<file path="src/hdl/quaternion_to_euler_assert.svh">
// Assertion macros for the quaternion to Euler angle converter.
// Used by the top level; depends on nothing else.
`ifndef QUATERNION_TO_EULER_ASSERT_SVH
`define QUATERNION_TO_EULER_ASSERT_SVH

// Check a consequence in the same cycle as its condition
`define Q2E_ASSERT_NOW(label, clk, rst, cond, cons) \
   label: assert property (@(posedge clk) disable iff (rst) (cond) |-> (cons)) \
      else $error("q2e: same-cycle check failed");

// Check a consequence in the cycle after its condition
`define Q2E_ASSERT_NEXT(label, clk, rst, cond, cons) \
   label: assert property (@(posedge clk) disable iff (rst) (cond) |=> (cons)) \
      else $error("q2e: next-cycle check failed");

`endif

</file>
<file path="src/hdl/q2e_pkg.sv">
// Shared constants, types and the arctangent table for the quaternion to Euler converter.
// Used by every module of the block; depends on nothing.
package q2e_pkg;

   // Fixed-point formats
   localparam int QUAT_FRAC_BITS  = 14;
   localparam int ANGLE_FRAC_BITS = 12;
   localparam int QUAT_W          = 16;
   localparam int PROD_W          = 2 * QUAT_W;
   localparam int SUM_W           = PROD_W + 3;
   localparam int SIN_W           = 33;
   localparam int SINX_W          = SIN_W + 1;
   localparam int SIN_SCALE       = 31 - 2 * QUAT_FRAC_BITS;
   localparam int ROLL_W          = 15;
   localparam int PITCH_W         = 14;
   localparam int YAW_W           = 15;

   // CORDIC geometry
   localparam int WORD_W        = 64;
   localparam int ZF            = 60;
   localparam int NITER         = 62;
   localparam int NORM_STEPS    = 6;
   localparam int ITER_BASE     = 2 + NORM_STEPS;
   localparam int CORDIC_STAGES = ITER_BASE + NITER;
   localparam int SQRT_STEPS    = WORD_W / 2;
   localparam int ROUND_SHIFT   = ZF - ANGLE_FRAC_BITS;

   // Lanes of the angle unit
   localparam int NLANES     = 3;
   localparam int LANE_ROLL  = 0;
   localparam int LANE_PITCH = 1;
   localparam int LANE_YAW   = 2;

   // Queue between front and back
   localparam int QUEUE_DEPTH = 4;
   localparam int QPTR_W      = $clog2(QUEUE_DEPTH);
   localparam logic [QPTR_W:0] QUEUE_FULL_COUNT = (QPTR_W + 1)'(QUEUE_DEPTH);

   typedef logic signed [WORD_W-1:0] word_type;
   typedef logic [NITER-1:0][WORD_W-1:0] atan_tab_type;

   typedef struct packed {
      logic signed [SUM_W-1:0] roll_y;
      logic signed [SUM_W-1:0] roll_x;
      logic signed [SUM_W-1:0] yaw_y;
      logic signed [SUM_W-1:0] yaw_x;
      logic signed [SIN_W-1:0] sin_arg;
      logic                    sat;
   } item_type;

   localparam logic signed [SUM_W-1:0] QUAT_ONE =
      SUM_W'(64'sd1 <<< (2 * QUAT_FRAC_BITS));
   localparam logic signed [SINX_W-1:0] UNIT31 = SINX_W'(64'sd1 <<< 31);
   localparam word_type ROUND_HALF = word_type'(64'sd1 <<< (ROUND_SHIFT - 1));
   localparam logic signed [PITCH_W-1:0] PITCH_LIMIT = 14'sd6434;

   // Restoring long division, elaboration only
   function automatic logic [WORD_W-1:0] udiv(input logic [WORD_W-1:0] num,
                                              input logic [WORD_W-1:0] den);
      logic [WORD_W-1:0] rem;
      logic [WORD_W-1:0] quo;
      rem = '0;
      quo = '0;
      for (int i = WORD_W - 1; i >= 0; i--) begin
         rem = {rem[WORD_W-2:0], num[i]};
         if (rem >= den) begin
            rem    = rem - den;
            quo[i] = 1'b1;
         end
      end
      return quo;
   endfunction

   // atan(1/n) scaled by 2^ZF, by its power series
   function automatic logic [WORD_W-1:0] atan_inv(input logic [WORD_W-1:0] n);
      logic [WORD_W-1:0] p;
      logic [WORD_W-1:0] sum;
      logic [WORD_W-1:0] term;
      logic [WORD_W-1:0] k;
      logic              neg;
      p   = udiv(WORD_W'(1) << ZF, n);
      sum = '0;
      k   = WORD_W'(1);
      neg = 1'b0;
      while (p != '0) begin
         term = udiv(p, k);
         if (neg) sum = sum - term;
         else     sum = sum + term;
         neg = !neg;
         k   = k + WORD_W'(2);
         p   = udiv(udiv(p, n), n);
      end
      return sum;
   endfunction

   function automatic atan_tab_type build_atan_tab();
      atan_tab_type tab;
      tab[0] = WORD_W'(4) * atan_inv(WORD_W'(5)) - atan_inv(WORD_W'(239));
      for (int i = 1; i < NITER; i++) begin
         tab[i] = atan_inv(WORD_W'(1) << i);
      end
      return tab;
   endfunction

   localparam atan_tab_type ATAN_TAB = build_atan_tab();
   localparam word_type HALF_PI = word_type'({ATAN_TAB[0][WORD_W-2:0], 1'b0});

endpackage

</file>
<file path="src/hdl/q2e_queue.sv">
// Short flop-based queue that decouples the front end from the angle pipeline.
// Depends on q2e_pkg.
module q2e_queue (
   input  logic              clock,
   input  logic              reset,
   input  logic              push,
   input  q2e_pkg::item_type push_item,
   output logic              full,
   input  logic              pop,
   output q2e_pkg::item_type pop_item,
   output logic              empty
);
   import q2e_pkg::*;

   item_type            slot_ff [QUEUE_DEPTH];
   logic [QPTR_W-1:0]   wr_ptr_ff, wr_ptr_in, rd_ptr_ff, rd_ptr_in;
   logic [QPTR_W:0]     count_ff, count_in;

   assign full     = (count_ff == QUEUE_FULL_COUNT);
   assign empty    = (count_ff == '0);
   assign pop_item = slot_ff[rd_ptr_ff];

   assign wr_ptr_in = push ? wr_ptr_ff + 1'b1 : wr_ptr_ff;
   assign rd_ptr_in = pop ? rd_ptr_ff + 1'b1 : rd_ptr_ff;
   assign count_in  = count_ff + (QPTR_W + 1)'(push) - (QPTR_W + 1)'(pop);

   always_ff @(posedge clock) begin
      if (reset) begin
         wr_ptr_ff <= '0;
         rd_ptr_ff <= '0;
         count_ff  <= '0;
      end else begin
         wr_ptr_ff <= wr_ptr_in;
         rd_ptr_ff <= rd_ptr_in;
         count_ff  <= count_in;
      end
   end

   // Store the pushed item
   always_ff @(posedge clock) begin
      if (push) begin
         slot_ff[wr_ptr_ff] <= push_item;
      end
   end

endmodule

</file>
<file path="config.mk">
export PLATFORM = sky130hd
export DESIGN_NAME = q2e_queue
export DESIGN_NICKNAME = d
export VERILOG_FILES = /design/src/hdl/quaternion_to_euler_assert.svh /design/src/hdl/q2e_pkg.sv /design/src/hdl/q2e_queue.sv
export SDC_FILE = /design/constraint.sdc
export NUM_CORES = 1
export LEC_CHECK = 0
export BUFFER_PORTS_ARGS = -buffer_cell sky130_fd_sc_hd__buf_4
export CAP_MARGIN = 20
export CORE_MARGIN = 3
export CORE_UTILIZATION = 30
export CTS_CLUSTER_SIZE = 40
export DETAILED_ROUTE_END_ITERATION = 12
export GPL_TIMING_DRIVEN = 0
export PLACE_DENSITY = 0.54
export REMOVE_ABC_BUFFERS = 1
export SLEW_MARGIN = 30
export SYNTH_ARGS = -nofsm -noshare
export SYNTH_HDL_FRONTEND = slang
export SYNTH_SLANG_ARGS = --single-unit
</file>
<file path="constraint.sdc">
create_clock -name clock -period 7.5 [get_ports clock]
set_clock_uncertainty 0.15 [all_clocks]
set_input_delay 1.5 -clock clock [delete_from_list [all_inputs] [get_ports clock]]
set_output_delay 1.5 -clock clock [all_outputs]
set_load 0.1 [all_outputs]
</file>
==> metrics <==
outcome finished, final reports clean; CTS Hold Bufs 0; Fmax 233 MHz; Die ar. 89200 sq um; GP Congestion 0.660; RSZ-0062 raised after global routing false; Hold Path Depth 2; Cells after DPL 2433; Synth Flop Type edfxtp_1; R2R setup slack 5.38 ns; busiest grt layer met2; Worst R2R Start wr_ptr_ff[0]; synthesized area per cell 27.0 sq um; worst reg2reg path endpoint slot_ff[0][127]; Layout Nets 1566; share of post-route cells with drive strength above 1 47.1%; Fin. Hold Viols 0; Peak supply drop 0.000233 V; Antenna Cells 0; Worst EP required 5.85 ns; M2 GR Usage 20.1%; startpoint types register; Resize count post-CTS 0; Tot Pwr 10.2 mW; WS Path Type register to output pin; HP Class register to register; met3 usage 3.84%; Cells after Synth 951; initial core utilization 30.5%; total grt overflow 0; synth cell count leaders edfxtp_1 (696), mux4_2 (174), buf_2 (16); Lkg Pwr 10.8 nW; area occupied by multi-input gates 4170 sq um; endpoints failing setup 0; mapped cell area 25700 sq um; Num CTS Buffers 80; async set-reset flop share out of synthesis 0%; Max Cap Viol 0; crit path DAT 2.65 ns; Die Wd 299 microns; Slew headroom 69.5%; vias in the first global route 12500; post-DP HPWL 35800 microns; DR vias/cell 4.47; Period minus WS final 4.30 ns; clock tree buffer depth 3; Layout area overhead 26.8%; Cell Pwr Density 313 nW/um^2; Post-synth EDFFs 696; TritonCTS clock tree done; largest net degree at the start of global routing 40; final worst path period share 57.3%; drt wl/cell 21.3 microns; post-synth top area share 81.3%; Seq/Total Area, Yosys 82.0%; GRT Util Overall 12.2%; standard-cell rows 106; initial drt markers 537; Clock Latency Late Sink 0.60 ns; DR pass1 iterations 4; clk sinks 705; YS warnings 0; Worst R2R Path Depth 5; Yosys reg bits 705; GR Util met1 15.4%; number of distinct library cells after synthesis 23; first-pass GRT wire length 81800 microns; cell taking the most area after synthesis edfxtp_1; initial antenna violation count 3; Hold Crit Start rd_ptr_ff[0]; number of H-tree levels 3; input/output buffers 353; measured slew at the worst slew-check pin 0.458 ns; storage element area 21100 sq um; Final Non-Filler Cells 2574; Area contributors post-synth edfxtp_1 (81%), mux4_2 (15%), buf_12 (0.86%); DR vias 11500; FILL cells 7564; fin. max-slew vios 0; Routed Antenna Nets 0; drt drc 0; clk slew on worst S/H paths 0.06 ns; final wirelength 54800 microns; Critical Path End Type output pin; crit-path max FO 27; core area 84200 sq um; most common cell in the synthesized netlist edfxtp_1; Vert. Die Dim 299 microns; # IOs 354; post-CTS setup buffers 0; Root Driver clkbuf_16
## metal layers
layer / share of wire [%] / routed length [microns]
met5: 0.080 / 44
met4: 3.0 / 1630
met3: 6.6 / 3620
met2: 50 / 27500
met1: 40 / 22000
## state kept, by name, indices dropped and copies added (netlist names), named ones only
signal,count
count_ff,3
rd_ptr_ff,2
slot_ff,696
wr_ptr_ff,2
## cells in the final DEF, fill, tap and decap left out, types with 2 or more instances in the layout
| cell type | instances |
|---|---|
| and2_4 | 4 |
| buf_12 | 22 |
| buf_16 | 12 |
| buf_4 | 353 |
| bufinv_16 | 5 |
| clkbuf_1 | 17 |
| clkbuf_16 | 81 |
| clkinv_1 | 14 |
| clkinv_2 | 13 |
| clkinv_4 | 3 |
| clkinvlp_4 | 2 |
| dfxtp_1 | 7 |
| dfxtp_4 | 2 |
| edfxtp_1 | 696 |
| ha_1 | 6 |
| inv_1 | 6 |
| inv_6 | 5 |
| mux4_2 | 174 |
| nor2_1 | 5 |
| nor2b_1 | 2 |
| xnor2_1 | 2 |
## cells by family (layout without fill, tap and decap cells)
family | count (synthesis) | after routing | share of synthesized area (%)
XOR/XNOR | 3 | 3 | 0.161
flip-flops | 705 | 705 | 82.0
buffers and inverters | 45 | 534 | 1.78
AND/OR/NAND/NOR | 14 | 14 | 0.292
AO/OA/AOI/OAI | 2 | 2 | 0.0584
multiplexers | 175 | 175 | 15.3
adder cells (fa/ha/maj) | 7 | 7 | 0.370
## power by group
group          internal (mW)  leakage, nW  switching (mW)
Clock                   2.15         1.20            1.50
Sequential              4.53         6.47          0.0483
Combinational          0.511         3.11            1.45
Total                   7.20         10.8            2.99
## critical path, stage by stage (launching register included)
cell and delay (ns):
dfxtp_4 0.64, buf_16 0.30, buf_12 0.26, mux4_2 0.55
buf_4 0.25
## per-stage QoR
stage / area, sq um / setup TNS (ns) / hold WS (ns) / util [%] / setup WS, ns
2_1_floorplan: 25300 / -435.39 / 0.342 / - / -2.50
3_3_place_gp: 29300 / -3069.96 / 0.369 / 34.8 / -6.70
3_5_place_dp: 30100 / 0 / 0.372 / 35.8 / 3.75
4_1_cts: 32600 / 0 / 0.382 / 38.7 / 3.06
5_1_grt: 32600 / 0 / 0.422 / 38.7 / 3.03
6_report: 32600 / 0 / 0.383 / 38.7 / 3.20
## worst max path at each step
stage / startpoint / to / slack, ns / cells after the start
global route: register / pop_item[137] / 3.03 / 4
detailed placement: register / pop_item[162] / 3.75 / 4
floorplan: register / pop_item[0] / -2.50 / 1
global placement: register / pop_item[157] / -6.70 / 2
finish: register / pop_item[162] / 3.20 / 4
CTS: register / pop_item[162] / 3.06 / 4
## cell type report
type | instances | share of cell area (%)
timing repair buffer | 387 | 10.5
clock inverter | 43 | 1.12
sequential | 705 | 64.7
multi-input combinational | 201 | 12.8
clock buffer | 98 | 6.42
tap | 1134 | 4.36
inverter | 6 | 0.0691
Power figures use the tool's default switching activity.
